==> src/rtl/cmv_pkg.sv <==
// Shared types and constants for the chunk manifest validator.
`timescale 1ns / 1ps

package cmv_pkg;

    // Size limits
    localparam logic [31:0] CHUNK_BYTES_MAX = 32'h0100_0000;          // 2^24
    localparam logic [63:0] PART_BYTES_MAX  = 64'h0000_4000_0000_0000; // 2^46

    // Configuration register reset values
    localparam logic [31:0] MAX_CHUNKS_RST = 32'd65536;
    localparam logic [31:0] MAX_PARTS_RST  = 32'd4096;

    // Register index decoded from paddr[2]
    localparam logic REG_MAX_CHUNKS = 1'b0;
    localparam logic REG_MAX_PARTS  = 1'b1;

    // Decoupling queue between front and back
    localparam int QDEPTH = 2;
    localparam int QPTR_W = (QDEPTH > 1) ? $clog2(QDEPTH) : 1;
    localparam int QCNT_W = $clog2(QDEPTH + 1);

    // Result codes
    typedef enum logic [2:0] {
        ST_OK          = 3'd0,
        ST_INCONS      = 3'd1,
        ST_MANY_CHUNKS = 3'd2,
        ST_OVERSIZE    = 3'd3,
        ST_MANY_PARTS  = 3'd4,
        ST_OVERFLOW    = 3'd5,
        ST_NO_MANIFEST = 3'd6
    } status_t;

    // Classified word handed from front to back.
    // On a header, ident_lo carries the chunk count and end_sum the total size.
    typedef struct packed {
        logic        is_chunk;
        status_t     hdr_status;
        logic [31:0] ident_lo;
        logic        ident_hi_zero;
        logic [63:0] start;
        logic [63:0] end_sum;
        logic        carry;
        logic        size_zero;
        logic        size_over;
        logic        digest_zero;
    } qentry_t;

endpackage

==> src/rtl/cmv_front.sv <==
// Front end: configuration registers, input acceptance and state-free checks.
`timescale 1ns / 1ps

module cmv_front
    import cmv_pkg::*;
(
    input  logic        clk,
    input  logic        rst_n,
    // configuration
    input  logic        cfg_we,
    input  logic        cfg_sel,
    input  logic [31:0] cfg_wdata,
    output logic [31:0] cfg_rdata,
    // input word
    input  logic        in_valid,
    output logic        in_stall,
    input  logic        opcode,
    input  logic [63:0] ident,
    input  logic [63:0] total_size,
    input  logic [31:0] chunk_total,
    input  logic [63:0] exchange_ident,
    input  logic [63:0] producer_ident,
    input  logic [63:0] chunk_start,
    input  logic [31:0] chunk_size,
    input  logic [63:0] digest_w0,
    input  logic [63:0] digest_w1,
    input  logic [63:0] digest_w2,
    input  logic [63:0] digest_w3,
    // queue side
    input  logic        q_full,
    output logic        q_push,
    output qentry_t     q_data
);

    logic [31:0] max_chunks_reg;
    logic [31:0] max_parts_reg;
    logic [64:0] sum;
    status_t     hdr_status;

    // Configuration registers
    always_ff @(posedge clk or negedge rst_n)
    begin
        if (!rst_n)
        begin
            max_chunks_reg <= MAX_CHUNKS_RST;
            max_parts_reg  <= MAX_PARTS_RST;
        end
        else if (cfg_we)
        begin
            if (cfg_sel == REG_MAX_CHUNKS)
                max_chunks_reg <= cfg_wdata;
            else
                max_parts_reg <= cfg_wdata;
        end
    end

    assign cfg_rdata = (cfg_sel == REG_MAX_CHUNKS) ? max_chunks_reg : max_parts_reg;

    // Header checks, first failing check wins
    always_comb
    begin
        if (chunk_total == 32'd0)
            hdr_status = ST_INCONS;
        else if (chunk_total > max_chunks_reg)
            hdr_status = ST_MANY_CHUNKS;
        else if (total_size == 64'd0)
            hdr_status = ST_INCONS;
        else if (total_size > PART_BYTES_MAX)
            hdr_status = ST_OVERSIZE;
        else if (ident >= {32'd0, max_parts_reg})
            hdr_status = ST_MANY_PARTS;
        else if (exchange_ident == 64'd0)
            hdr_status = ST_INCONS;
        else if (producer_ident == 64'd0)
            hdr_status = ST_INCONS;
        else
            hdr_status = ST_OK;
    end

    // Chunk end offset with carry out
    assign sum = {1'b0, chunk_start} + {33'd0, chunk_size};

    // Build queue word
    always_comb
    begin
        q_data.is_chunk      = opcode;
        q_data.hdr_status    = hdr_status;
        q_data.ident_lo      = opcode ? ident[31:0] : chunk_total;
        q_data.ident_hi_zero = (ident[63:32] == 32'd0);
        q_data.start         = chunk_start;
        q_data.end_sum       = opcode ? sum[63:0] : total_size;
        q_data.carry         = sum[64];
        q_data.size_zero     = (chunk_size == 32'd0);
        q_data.size_over     = (chunk_size > CHUNK_BYTES_MAX);
        q_data.digest_zero   = ((digest_w0 | digest_w1 | digest_w2 | digest_w3) == 64'd0);
    end

    assign in_stall = q_full;
    assign q_push   = in_valid & ~q_full;

endmodule

==> src/rtl/cmv_queue.sv <==
// Short FIFO of classified words between front and back.
`timescale 1ns / 1ps

module cmv_queue
    import cmv_pkg::*;
(
    input  logic    clk,
    input  logic    rst_n,
    input  logic    push,
    input  qentry_t push_data,
    input  logic    pop,
    output logic    full,
    output logic    empty,
    output qentry_t head
);

    qentry_t             mem_reg [QDEPTH];
    logic [QPTR_W-1:0]   wr_ptr_reg;
    logic [QPTR_W-1:0]   rd_ptr_reg;
    logic [QCNT_W-1:0]   count_reg;
    logic [QPTR_W-1:0]   wr_ptr_next;
    logic [QPTR_W-1:0]   rd_ptr_next;
    logic [QCNT_W-1:0]   count_next;

    assign full  = (count_reg == QCNT_W'(QDEPTH));
    assign empty = (count_reg == '0);
    assign head  = mem_reg[rd_ptr_reg];

    // Pointer and fill count update
    always_comb
    begin
        wr_ptr_next = wr_ptr_reg;
        rd_ptr_next = rd_ptr_reg;
        count_next  = count_reg;
        if (push)
            wr_ptr_next = (wr_ptr_reg == QPTR_W'(QDEPTH - 1)) ? '0 : wr_ptr_reg + 1'b1;
        if (pop)
            rd_ptr_next = (rd_ptr_reg == QPTR_W'(QDEPTH - 1)) ? '0 : rd_ptr_reg + 1'b1;
        if (push && !pop)
            count_next = count_reg + 1'b1;
        else if (pop && !push)
            count_next = count_reg - 1'b1;
    end

    always_ff @(posedge clk or negedge rst_n)
    begin
        if (!rst_n)
        begin
            wr_ptr_reg <= '0;
            rd_ptr_reg <= '0;
            count_reg  <= '0;
        end
        else
        begin
            wr_ptr_reg <= wr_ptr_next;
            rd_ptr_reg <= rd_ptr_next;
            count_reg  <= count_next;
        end
    end

    // Storage
    always_ff @(posedge clk)
    begin
        if (push)
            mem_reg[wr_ptr_reg] <= push_data;
    end

endmodule

==> src/rtl/cmv_back.sv <==
// Back end: manifest state, state-dependent checks and the result register.
`timescale 1ns / 1ps

module cmv_back
    import cmv_pkg::*;
(
    input  logic        clk,
    input  logic        rst_n,
    // queue side
    input  logic        q_empty,
    input  qentry_t     q_head,
    output logic        q_pop,
    // result word
    output logic        out_valid,
    input  logic        out_stall,
    output logic [2:0]  status,
    output logic        final_res
);

    logic        open_reg,     open_next;
    logic [31:0] index_reg,    index_next;
    logic [63:0] expect_reg,   expect_next;
    logic [31:0] decl_cnt_reg, decl_cnt_next;
    logic [63:0] decl_tot_reg, decl_tot_next;
    logic        valid_reg;
    status_t     status_reg,   status_next;
    logic        final_reg,    final_next;
    logic [31:0] index_inc;
    status_t     chunk_status;

    // Take a word when the result register is free or being drained
    assign q_pop = ~q_empty & (~valid_reg | ~out_stall);

    assign index_inc = index_reg + 32'd1;

    // Chunk checks, first failing check wins
    always_comb
    begin
        if (!q_head.ident_hi_zero || q_head.ident_lo != index_reg)
            chunk_status = ST_INCONS;
        else if (q_head.size_zero)
            chunk_status = ST_INCONS;
        else if (q_head.size_over)
            chunk_status = ST_OVERSIZE;
        else if (q_head.start != expect_reg)
            chunk_status = ST_INCONS;
        else if (q_head.digest_zero)
            chunk_status = ST_INCONS;
        else if (q_head.carry)
            chunk_status = ST_OVERFLOW;
        else
            chunk_status = ST_OK;
    end

    // Manifest state update and verdict
    always_comb
    begin
        open_next     = open_reg;
        index_next    = index_reg;
        expect_next   = expect_reg;
        decl_cnt_next = decl_cnt_reg;
        decl_tot_next = decl_tot_reg;
        status_next   = ST_OK;
        final_next    = 1'b0;
        if (!q_head.is_chunk)
        begin
            status_next = q_head.hdr_status;
            index_next  = 32'd0;
            expect_next = 64'd0;
            if (q_head.hdr_status == ST_OK)
            begin
                open_next     = 1'b1;
                decl_cnt_next = q_head.ident_lo;
                decl_tot_next = q_head.end_sum;
            end
            else
            begin
                open_next  = 1'b0;
                final_next = 1'b1;
            end
        end
        else if (!open_reg)
        begin
            status_next = ST_NO_MANIFEST;
        end
        else if (chunk_status != ST_OK)
        begin
            status_next = chunk_status;
            open_next   = 1'b0;
            final_next  = 1'b1;
        end
        else
        begin
            expect_next = q_head.end_sum;
            index_next  = index_inc;
            // last declared chunk closes the manifest
            if (index_inc == decl_cnt_reg)
            begin
                if (q_head.end_sum != decl_tot_reg)
                    status_next = ST_INCONS;
                open_next  = 1'b0;
                final_next = 1'b1;
            end
        end
    end

    always_ff @(posedge clk or negedge rst_n)
    begin
        if (!rst_n)
        begin
            open_reg     <= 1'b0;
            index_reg    <= 32'd0;
            expect_reg   <= 64'd0;
            decl_cnt_reg <= 32'd0;
            decl_tot_reg <= 64'd0;
            valid_reg    <= 1'b0;
        end
        else
        begin
            if (q_pop)
            begin
                open_reg     <= open_next;
                index_reg    <= index_next;
                expect_reg   <= expect_next;
                decl_cnt_reg <= decl_cnt_next;
                decl_tot_reg <= decl_tot_next;
                valid_reg    <= 1'b1;
            end
            else if (!out_stall)
            begin
                valid_reg <= 1'b0;
            end
        end
    end

    // Result payload
    always_ff @(posedge clk)
    begin
        if (q_pop)
        begin
            status_reg <= status_next;
            final_reg  <= final_next;
        end
    end

    assign out_valid = valid_reg;
    assign status    = status_reg;
    assign final_res = final_reg;

endmodule

==> src/rtl/chunk_manifest_validator_unit.sv <==
// Top level of the chunk manifest validator.
`timescale 1ns / 1ps

// Checks a partition manifest word by word: a header word opens a manifest, chunk
// words follow, and every input word yields exactly one result word (status and
// final flag). One word is accepted per clock while the queue is not full; the
// accepted word is written into the queue and then loaded into the result
// register, which drives the output. The input stalls only while the two-entry
// queue is full, which takes a stalled output. The front classifies each word
// against the configuration with no manifest state involved, a two-entry queue
// decouples it from the back, and the back applies the index, offset and total
// checks against the running manifest state.
// The chunk limit sits at byte address 0 and the partition limit at 4; write them
// only while the block is idle.

module chunk_manifest_validator_unit
    import cmv_pkg::*;
(
    input  logic        clk,
    input  logic        rst_n,
    // configuration port
    input  logic        psel,
    input  logic        penable,
    input  logic        pwrite,
    input  logic [2:0]  paddr,
    input  logic [31:0] pwdata,
    output logic [31:0] prdata,
    output logic        pready,
    // input channel
    input  logic        in_valid,
    output logic        in_stall,
    input  logic        opcode,
    input  logic [63:0] ident,
    input  logic [63:0] total_size,
    input  logic [31:0] chunk_total,
    input  logic [63:0] exchange_ident,
    input  logic [63:0] producer_ident,
    input  logic [63:0] chunk_start,
    input  logic [31:0] chunk_size,
    input  logic [63:0] digest_w0,
    input  logic [63:0] digest_w1,
    input  logic [63:0] digest_w2,
    input  logic [63:0] digest_w3,
    // output channel
    output logic        out_valid,
    input  logic        out_stall,
    output logic [2:0]  status,
    output logic        final_res
);

    logic    cfg_we;
    logic    q_push;
    logic    q_pop;
    logic    q_full;
    logic    q_empty;
    qentry_t q_wdata;
    qentry_t q_head;

    // Register write strobe
    assign pready = 1'b1;
    assign cfg_we = psel & penable & pwrite & pready;

    cmv_front u_front (
        .clk            (clk),
        .rst_n          (rst_n),
        .cfg_we         (cfg_we),
        .cfg_sel        (paddr[2]),
        .cfg_wdata      (pwdata),
        .cfg_rdata      (prdata),
        .in_valid       (in_valid),
        .in_stall       (in_stall),
        .opcode         (opcode),
        .ident          (ident),
        .total_size     (total_size),
        .chunk_total    (chunk_total),
        .exchange_ident (exchange_ident),
        .producer_ident (producer_ident),
        .chunk_start    (chunk_start),
        .chunk_size     (chunk_size),
        .digest_w0      (digest_w0),
        .digest_w1      (digest_w1),
        .digest_w2      (digest_w2),
        .digest_w3      (digest_w3),
        .q_full         (q_full),
        .q_push         (q_push),
        .q_data         (q_wdata)
    );

    cmv_queue u_queue (
        .clk       (clk),
        .rst_n     (rst_n),
        .push      (q_push),
        .push_data (q_wdata),
        .pop       (q_pop),
        .full      (q_full),
        .empty     (q_empty),
        .head      (q_head)
    );

    cmv_back u_back (
        .clk       (clk),
        .rst_n     (rst_n),
        .q_empty   (q_empty),
        .q_head    (q_head),
        .q_pop     (q_pop),
        .out_valid (out_valid),
        .out_stall (out_stall),
        .status    (status),
        .final_res (final_res)
    );

endmodule
==> config.mk <==
export PLATFORM = sky130hd
export DESIGN_NAME = chunk_manifest_validator_unit
export DESIGN_NICKNAME = d
export VERILOG_FILES = /design/src/rtl/cmv_pkg.sv /design/src/rtl/cmv_front.sv /design/src/rtl/cmv_queue.sv /design/src/rtl/cmv_back.sv /design/src/rtl/chunk_manifest_validator_unit.sv
export SDC_FILE = /design/constraint.sdc
export NUM_CORES = 1
export LEC_CHECK = 0
export BUFFER_PORTS_ARGS = -buffer_cell sky130_fd_sc_hd__buf_4
export CORE_AREA = 2 2 284 286
export DETAILED_ROUTE_END_ITERATION = 8
export DIE_AREA = 0 0 286 288
export GPL_TIMING_DRIVEN = 0
export SLEW_MARGIN = 20
export SYNTH_ARGS = -nofsm -noshare
export SYNTH_HDL_FRONTEND = slang
export SYNTH_SLANG_ARGS = --single-unit
==> constraint.sdc <==
create_clock -name clk -period 10.8 [get_ports clk]
set_clock_uncertainty 0.2 [all_clocks]
set_input_delay 1.62 -clock clk [delete_from_list [all_inputs] [get_ports clk]]
set_output_delay 1.62 -clock clk [all_outputs]
set_load 0.005 [all_outputs]
; ---- Word level (Yosys, flattened, before mapping)
; Memory sizes are Yosys's and may differ from the RTL's.
; Cells that the tools add are included.
[totals]
wordCells = 112
ff_bits = 266
mem_bits_rw = 338
n_memories = 1
out_inout_bits = 39
[memory_table]
columns = name, depth, width, rd, rd_clocked_by_memory_dff, write_ports, line_no
row1 = u_queue.mem_reg, 2, 169, 1, 0, 1, cmv_queue.sv:17  ; qentry_t mem_reg [QDEPTH];
[classes]
n_bitwise = 14
n_eq_ne = 8
n_mux = 45
n_lt_le_gt_ge = 4
addsub = 6
n_reduce_logical = 21
[ops]
columns = cell, count
row1 = $logic_not A64 Y1, 4
row2 = $mux W64, 4
row3 = $or A64 B64 Y64, 3
row4 = $mux W32, 5
row5 = $ne A64 B64 Y1, 2
row6 = $logic_not A32 Y1, 3
row7 = $add A64 B32 Y65, 1
row8 = $ge A64 B32 Y1, 1
row9 = $gt A64 B47 Y1 const B, 1
row10 = $mux W3, 16
row11 = $add A32 B1 Y32 const B, 1
row12 = $eq A32 B32 Y1, 1
row13 = $gt A32 B25 Y1 const B, 1
row14 = $gt A32 B32 Y1, 1
row15 = $ne A32 B32 Y1, 1
row16 = $mux W1, 18
row17 = $not A1 Y1, 6
row18 = $reduce_and A3 Y1, 2
row19 = $and A1 B1 Y1, 4
row20 = $mux W2, 2
row21 = $ne A2 B2 Y1 const B, 2
row22 = $reduce_and A2 Y1, 2
row23 = $logic_not A1 Y1, 3
row24 = $logic_not A3 Y1, 1
row25 = 11 further kinds, 13

; ---- Logic depth before layout (Yosys ltp)
; Gate-level depths: netlist (run 1).
; An unclocked memory read counts as a cell.
[depth]
ltp_word = 11
depth_mapped = 14

; ---- Cells and area by module
; Synthesis (run 1) repeated with hierarchy kept, for this count alone.
[hier_totals]
hier_cells = 3004
area_unflattened_um2 = 34142.7
[modules_own_cells]
columns = module, area_each_um2, instances, cells_per_inst
row1 = cmv_queue, 12784.8, 1, 542
row2 = cmv_back, 11877.6, 1, 1219
row3 = cmv_front, 9462.8, 1, 1240
row4 = chunk_manifest_validator_unit, 17.5, 1, 3

; ---- Worst setup path before layout (run 1)
; Ideal clock, no wire load.
[synth_path]
kind = input to register
from = input in_valid
to = memory u_queue.mem_reg[0][0] (netlist name), enable pin
path_stages = 2
t_required_ns = 9.900
arrival_time_ns = 8.720
setup_slack_ns = 1.180
path_cell_list = nand2_1 -> nor2_1
[synth_via]
elab_chain_len = 3
[synth_lines]
columns = element, line_no
row1 = start: declaration, chunk_manifest_validator_unit.sv:30  ; input logic in_valid,
row2 = $and A1 B1 Y1, cmv_front.sv:99  ; assign q_push = in_valid & ~q_full;
row3 = $mux W1, cmv_queue.sv:64  ; if (push)
row4 = $mux W1 (not written as such), cmv_queue.sv:65  ; mem_reg[wr_ptr_reg] <= push_data;
row5 = end: declaration, cmv_queue.sv:17
; No other way between the ends.

==> metrics.md, run 1 <==
| Metric | Value |
|---|---|
| Warnings from Yosys | 0 |
| Lkg Pwr | 17.59 nW |
| VDD IR max | 0.1590 mV |
| Setup repair bufs after CTS | 0 |
| Starting Density | around two fifths |
| Die X | 286 µm |
| Commonest non-fill, non-tap cells in the layout | buf_4 (719), edfxtp_1 (342), nor4_1 (269), dfrtp_1 (260), nand2_1 (207) |
| Fin crit period | around 5.4 ns |
| Die area | 82,370 µm² |
| CTS root buf | clkbuf_16 |
| Synth unique cells | 71 |
| Slew headroom | between 10% and 20% |
| DRC violations left | 0 |
| Area Overhead vs Synth | 29.25% |
| Crit path depth | 13 |
| Worst path bufs/invs | 3 |
| Critical-path cell list | buf_4 -> ha_1 -> clkbuf_1 -> a21oi_1 -> nor2_1 -> o41ai_1 -> nand3_1 -> and3_1 -> nor3_1 -> o31a_1 -> clkbuf_1 -> o21ai_0 -> a31oi_1 |
| Pre-CTS WS | roughly 4.9 ns |
| Post-synth top area share | between 30% and 40% |
| Hold_ws | about 0.30 ns |
| CP most frequent cell | clkbuf_1 |
| DPL Wire Length | roughly 110,000 µm |
| Final worst slack | between 5 and 6 ns |
| Core box area | approximately 80,000 µm² |
| Simple-gate share of the synthesized area | 14.46% |
| Post-synth EDFFs | 342 |
| Total GRT Usage | roughly 33% |
| Num CTS Buffers | 67 |
| Crit Path Class | in -> reg |
| Fillers | 7,265 |
| Mean routed wirelength per cell | between 20 and 30 µm |
| Final Cycle Share | roughly half |
| Final core occ | a little over half |
| Most used DFF post-synth | edfxtp_1 |
| Post-CTS sizing | 0 |
| Vias | approximately 28,000 |
| Hold Crit Class | reg -> reg |
| Reg2reg setup slack | 5.56 ns |
| Cells on worst reg2reg path | 14 |
| Power Total | between 8 and 9 mW |
| PwrDens | approximately 210 nW/µm² |
| Crit-path slowest cell | o41ai_1 |
| H-tree depth | 3 |
| Mux share of post-synthesis cell area | approximately a tenth |
| Vias in the first global route | 26,690 |
| Asr flop ratio synth | 43.38% |
| Syn_area_per_cell | ~11 µm² |
| Req. time, crit path | between 10 and 15 ns |
| Top cells by area, synth | edfxtp_1 (32%), dfrtp_1 (20%), xnor2_1 (5.6%) |
| Worst Setup SP | chunk_start[7] |
| Rows | between 100 and 150 |
| Startpoint Class | input port |
| Hold buffers post-CTS | 0 |
| Worst r2r src | u_queue.rd_ptr_reg |
| Clk Latency, worst-skew pair | around 0.62 ns |
| CP endpoint kind | register |
| Slew @ Worst Pin | between 1 and 1.5 ns |
| First-pass GRT wire length | between 150,000 and 200,000 µm |
| Clock net sink count | slightly above 600 |
| XOR/XNOR Fraction of Synth Area | just over 7% |
| Pre-Repair DR Iteration Count | 6 |
| Share of cells above drive strength 1 | between 20 and 30% |
| Syn Nets | ~3,600 |
| Port bufs | 718 |
| Biggest area consumer among synthesized cells | edfxtp_1 |
| Die height | 288 µm |
| Reg2reg end | u_back.expect_reg[57] |
| Max-cap viol count | 0 |
| Final hold violation count | 0 |
| Initial antenna violation count | 42 |
| Final global-route overflow total | 0 |
| Placer Congestion | 1.003 |
| Max reg flops | about 340 |
| Hold_sp | u_back.expect_reg[41] |
| Commonest non-fill, non-tap cell in the layout | buf_4 |
| Cells after synthesis | 2,856 |
| Antenna Nets Post-Route | 0 |
| Final Max Slew Viols | 0 |
| DRT iter0 DRCs | around 2,800 |
| Synthesized cell area | roughly 32,000 µm² |
| I/O Pins | between 700 and 800 |
| Crit path max-delay family | compound AO/OA/AOI/OAI gates |
| Setup crit end | u_queue.mem_reg[1][40] |
| Total wire length | between 100,000 and 150,000 µm |
| Worst Path Max Fanout | 10 |
| Yosys reg bits | between 600 and 700 |
| Fmax achieved | around 0.19 GHz |
| CP max stage delay | a little under 0.8 ns |
| Sequential share of the synthesized area | approximately 52% |
| Compound-Gate Fraction of Synth Area | a little under a tenth |
| Largest net degree at the start of global routing | 93 |
| Nets | between 4,000 and 5,000 |
| Main combinational cell family by area after synthesis | simple AND/OR/NAND/NOR gates |
| Adder-Cell Fraction of Synth Area | between 3 and 4% |
| Critical path data arrival time | around 5.6 ns |
| Via density | ~5.8 |
| Clock slew at reported path FFs | ~0.060 ns |
| Status | completed |
| RSZ-0062 raised after global routing | no |
| TritonCTS clock tree | yes |
| Clock Tree Buf Depth | 3 |
| Final Setup Violations | 0 |
[final cells by class]
cell class              instances  area, µm²  area share, %
diodes                         23      57.56         0.1385
plain buffers                 149      659.4          1.586
clock buffers                  92       1864          4.485
clock inverters                29      332.8         0.8007
inverters                      96      360.3         0.8669
multi-input cells            2007      14350          34.52
flip-flops and latches        604      16830          40.48
well taps                    1060       1326          3.191
repair buffers                734       5788          13.92
[routing by layer]
metal / global-route usage, % / part of all wire (%)
met5: 0 / 0.029
met4: 16.23 / 5.0
met3: 6.212 / 8.8
met2: 51.66 / 45
met1: 44.87 / 41
[worst min path at each step]
stage | end | slack [ns] | cells past startpoint
2_1_floorplan | u_queue.wr_ptr_reg | 0.26 | 1
3_3_place_gp | u_queue.wr_ptr_reg | 0.28 | 1
3_5_place_dp | u_back.out_valid | 0.29 | 2
4_1_cts | u_back.out_valid | 0.30 | 2
5_1_grt | u_back.expect_reg[24] | 0.31 | 1
6_report | u_back.expect_reg[41] | 0.30 | 1
[power by group]
| group | internal, mW | switching [mW] | total, mW |
|---|---|---|---|
| combinational | 1.14 | 2.00 | 3.14 |
| clock | 1.36 | 0.962 | 2.32 |
| sequential | 3.01 | 0.211 | 3.22 |
[metrics by stage]
stage	area (µm²)	std cells	TNS, ns
4_1_cts	41510	4771	0
3_5_place_dp	39310	4650	0
2_1_floorplan	32160	2856	0
3_3_place_gp	38880	4634	-688.04
6_report	41570	4794	0
5_1_grt	41560	4792	0
[Yosys cell counts (all sizes together), types with 86 or more instances]
library cell / n
clkbuf: 109
nor4: 272
mux2: 126
a21o: 99
a21oi: 100
ha: 98
nand2: 207
inv: 94
nor2: 92
dfrtp: 260
o21ai: 180
nand4: 86
xnor2: 205
mux2i: 168
edfxtp: 342
[logic make-up after synthesis]
logic type,count (synthesis)
AO/OA/AOI/OAI,491
other,1
buffers and inverters,245
adder cells (fa/ha/maj),99
flip-flops,604
multiplexers,294
XOR/XNOR,262
AND/OR/NAND/NOR,860
(Power assumes the default switching activity.)
==> run 2: changes to the inputs <==
--- a/config.mk
+++ b/config.mk
@@ -6,10 +6,11 @@
 export NUM_CORES = 1
 export LEC_CHECK = 0
 export BUFFER_PORTS_ARGS = -buffer_cell sky130_fd_sc_hd__buf_4
-export CORE_AREA = 2 2 284 286
+export CORE_AREA = 2 2 281 283
 export DETAILED_ROUTE_END_ITERATION = 8
-export DIE_AREA = 0 0 286 288
+export DIE_AREA = 0 0 283 285
 export GPL_TIMING_DRIVEN = 0
+export PLACE_DENSITY = 0.66
 export SLEW_MARGIN = 20
 export SYNTH_ARGS = -nofsm -noshare
 export SYNTH_HDL_FRONTEND = slang
==> constraint.sdc (replaced) <==
create_clock -name clk -period 4.4 [get_ports clk]
set_clock_uncertainty 0.2 [all_clocks]
set_input_delay 0.66 -clock clk [delete_from_list [all_inputs] [get_ports clk]]
set_output_delay 0.66 -clock clk [all_outputs]
set_load 0.005 [all_outputs]
==> run 2 against run 1 <==
Net effect:
- the flow now finishes with violations (setup timing)
- highest routed layer unchanged
- die area decreased by 2.1%
- wire length decreased by 2.6%
- largest power group unchanged
- non-clock buffer count grew 4
==> metrics.md, run 2 (synthesis results as in run 1) <==
| Metric | Value |
|---|---|
| PwrDens | 513.2 nW/µm² (+150%) |
| Final core occ | 53.71% (+1.5 points) |
| VDD IR max | 0.2728 mV (+72%) |
| Commonest non-fill, non-tap cells in the layout | buf_4 (735), edfxtp_1 (342), dfrtp_1 (260), nor4_1 (254), nand2_1 (207) |
| I/O Pins | 722 (unchanged) |
| Critical path data arrival time | 4.62 ns (-0.93 ns) |
| Max reg flops | 338 (unchanged) |
| H-tree depth | 3 (unchanged) |
| Status | finished with violations |
| Via density | 5.821 (+1.2%) |
| CTS root buf | clkbuf_16 |
| Placer Congestion | 1.009 (+0.64%) |
| Multi-input logic area | 14,590 µm² (+1.7%) |
| Failing checks | setup timing |
| Total GRT Usage | 33.03% (-0.26 points) |
| Initial antenna violation count | 34 (-19%) |
| DRC violations left | 0 (unchanged) |
| Area Overhead vs Synth | 30.20% |
| Slew @ Worst Pin | 1.100 ns (-0.1391 ns) |
| Clk Latency, worst-skew pair | 0.62 ns (about the same) |
| Dpl cell area | 39,250 µm² (-0.14%) |
| Final hold violation count | 0 (unchanged) |
| Max-cap viol count | 0 (unchanged) |
| Register area | 16,830 µm² (unchanged) |
| Worst Setup SP | u_queue.rd_ptr_reg |
| Final Max Slew Viols | 0 (unchanged) |
| Die height | 285 µm (-1.0%) |
| CP endpoint kind | register |
| Largest net degree at the start of global routing | 93 (unchanged) |
| Clock Tree Buf Depth | 3 (unchanged) |
| Die area | 80,660 µm² (-2.1%) |
| Final instance area | 41,870 µm² (+0.73%) |
| Crit Path Class | reg -> reg |
| RSZ-0062 raised after global routing | yes |
| Startpoint Class | register |
| Num CTS Buffers | 66 (-1.5%) |
| Clock net sink count | 604 (unchanged) |
| Clock slew at reported path FFs | 0.06 ns (about the same) |
| DPL Wire Length | 110,800 µm (-3.1%) |
| First-pass GRT wire length | 191,600 µm (-1.1%) |
| Fin crit period | ~4.5 ns |
| Setup_tns | -0.07420 ns (-0.07420 ns) |
| Rows | 103 (-0.96%) |
| CP max stage delay | 0.51 ns (-0.28 ns) |
| Total wire length | 136,700 µm (-2.6%) |
| Pre-CTS WS | -0.8451 ns (-5.719 ns) |
| Hold Crit Class | in -> reg |
| CP most frequent cell | buf_2 |
| Hold_sp | chunk_start[15] |
| Critical-path cell list | clkbuf_1 -> buf_6 -> buf_2 -> buf_2 -> buf_4 -> mux2i_1 -> xnor2_1 -> nor4_1 -> nand4_1 -> nor4_2 -> o21ai_0 -> and3_1 |
| Slew headroom | 26.68% (+10 points) |
| Mean routed wirelength per cell | 28.52 µm (-2.6%) |
| Fmax achieved | 0.2235 GHz |
| DRT iter0 DRCs | 3,113 (+11%) |
| Worst Path Max Fanout | 10 (unchanged) |
| Share of cells above drive strength 1 | 28.40% (+1.3 points) |
| Req. time, crit path | 4.54 ns (-6.41 ns) |
| Port bufs | 718 (unchanged) |
| Antenna Nets Post-Route | 0 (unchanged) |
| Commonest non-fill, non-tap cell in the layout | buf_4 |
| Final Setup Violations | 1 (+1) |
| Nets | 4,444 (+0.068%) |
| Starting Density | 41.25% (+0.86 points) |
| Pre-Repair DR Iteration Count | 6 (unchanged) |
| Power Total | 21.49 mW (+150%) |
| Die X | 283 µm (-1.0%) |
| Core box area | 77,970 µm² (-2.1%) |
| Worst r2r src | u_queue.rd_ptr_reg |
| Crit-path slowest cell | mux2i_1 |
| Fillers | 6,984 (-3.9%) |
| Final worst slack | -0.07420 ns (-5.483 ns) |
| TritonCTS clock tree | yes |
| Vias in the first global route | 26,850 (+0.63%) |
| Final global-route overflow total | 0 (unchanged) |
| Vias | 27,890 (+1.1%) |
| Final Cycle Share | 101.7% |
| Lkg Pwr | 17.67 nW (+0.48%) |
-- run 2: worst paths after layout --
path	slack (ns)	cells past startpoint	to
max	-0.07	12	u_back.status[0]
max in group asynchronous	2.58	4	u_back.expect_reg[27]
min reg2reg	0.30	1	u_back.expect_reg[60]
max reg2reg	-0.07	12	u_back.status[0]
min in group asynchronous	0.32	2	u_back.expect_reg[58]
min	0.05	1	u_queue.mem_reg[0][83]
-- run 2: layout make-up --
class | instances | share of cell area [%]
diodes | 27 | 0.1614
plain buffers | 148 | 1.667
clock buffers | 87 | 4.431
clock inverters | 34 | 0.9323
inverters | 96 | 0.8606
multi-input cells | 2007 | 34.85
flip-flops and latches | 604 | 40.19
well taps | 1050 | 3.137
repair buffers | 739 | 13.77
-- run 2: critical path, delay by kind of cell (launching register included) --
kind | cells | cell delay, ns
compound gates | 1 | 0.16
xor+xnor | 1 | 0.19
buf+inv | 5 | 1.50
flops | 1 | 0.32
mux | 1 | 0.51
simple gates | 4 | 1.29
-- run 2: metrics by stage --
step	instances	hold WS, ns
3_5_place_dp	4640	0.2869
2_1_floorplan	2856	0.1644
5_1_grt	4786	0.03097
4_1_cts	4764	0.02181
3_3_place_gp	4624	0.2690
6_report	4792	0.04609
-- run 2: layer usage --
layer  GRT usage (%)  vias to the layer above  routed length [µm]
met1           43.72                    13800               53360
met4           19.99                        4                8779
met5               0                        -                  27
met3           6.248                      222               13270
met2           50.47                     1462               61250
li1                -                    12400                   -
-- run 2: timing repair --
item                                   in CTS  in global routing
setup endpoints to repair                 110                 95
hold buffers                                1                  0
buffers inserted                            2                  2
cloned                                      0                  0
gates resized for setup                    44                 23
pin swaps                                   1                  3
endpoints found under the hold margin      30                  0
-- run 2: where the power goes --
group / internal, mW / total, mW / switching [mW]
combinational: 2.84 / 7.80 / 4.96
clock: 3.41 / 5.79 / 2.38
sequential: 7.39 / 7.90 / 0.517
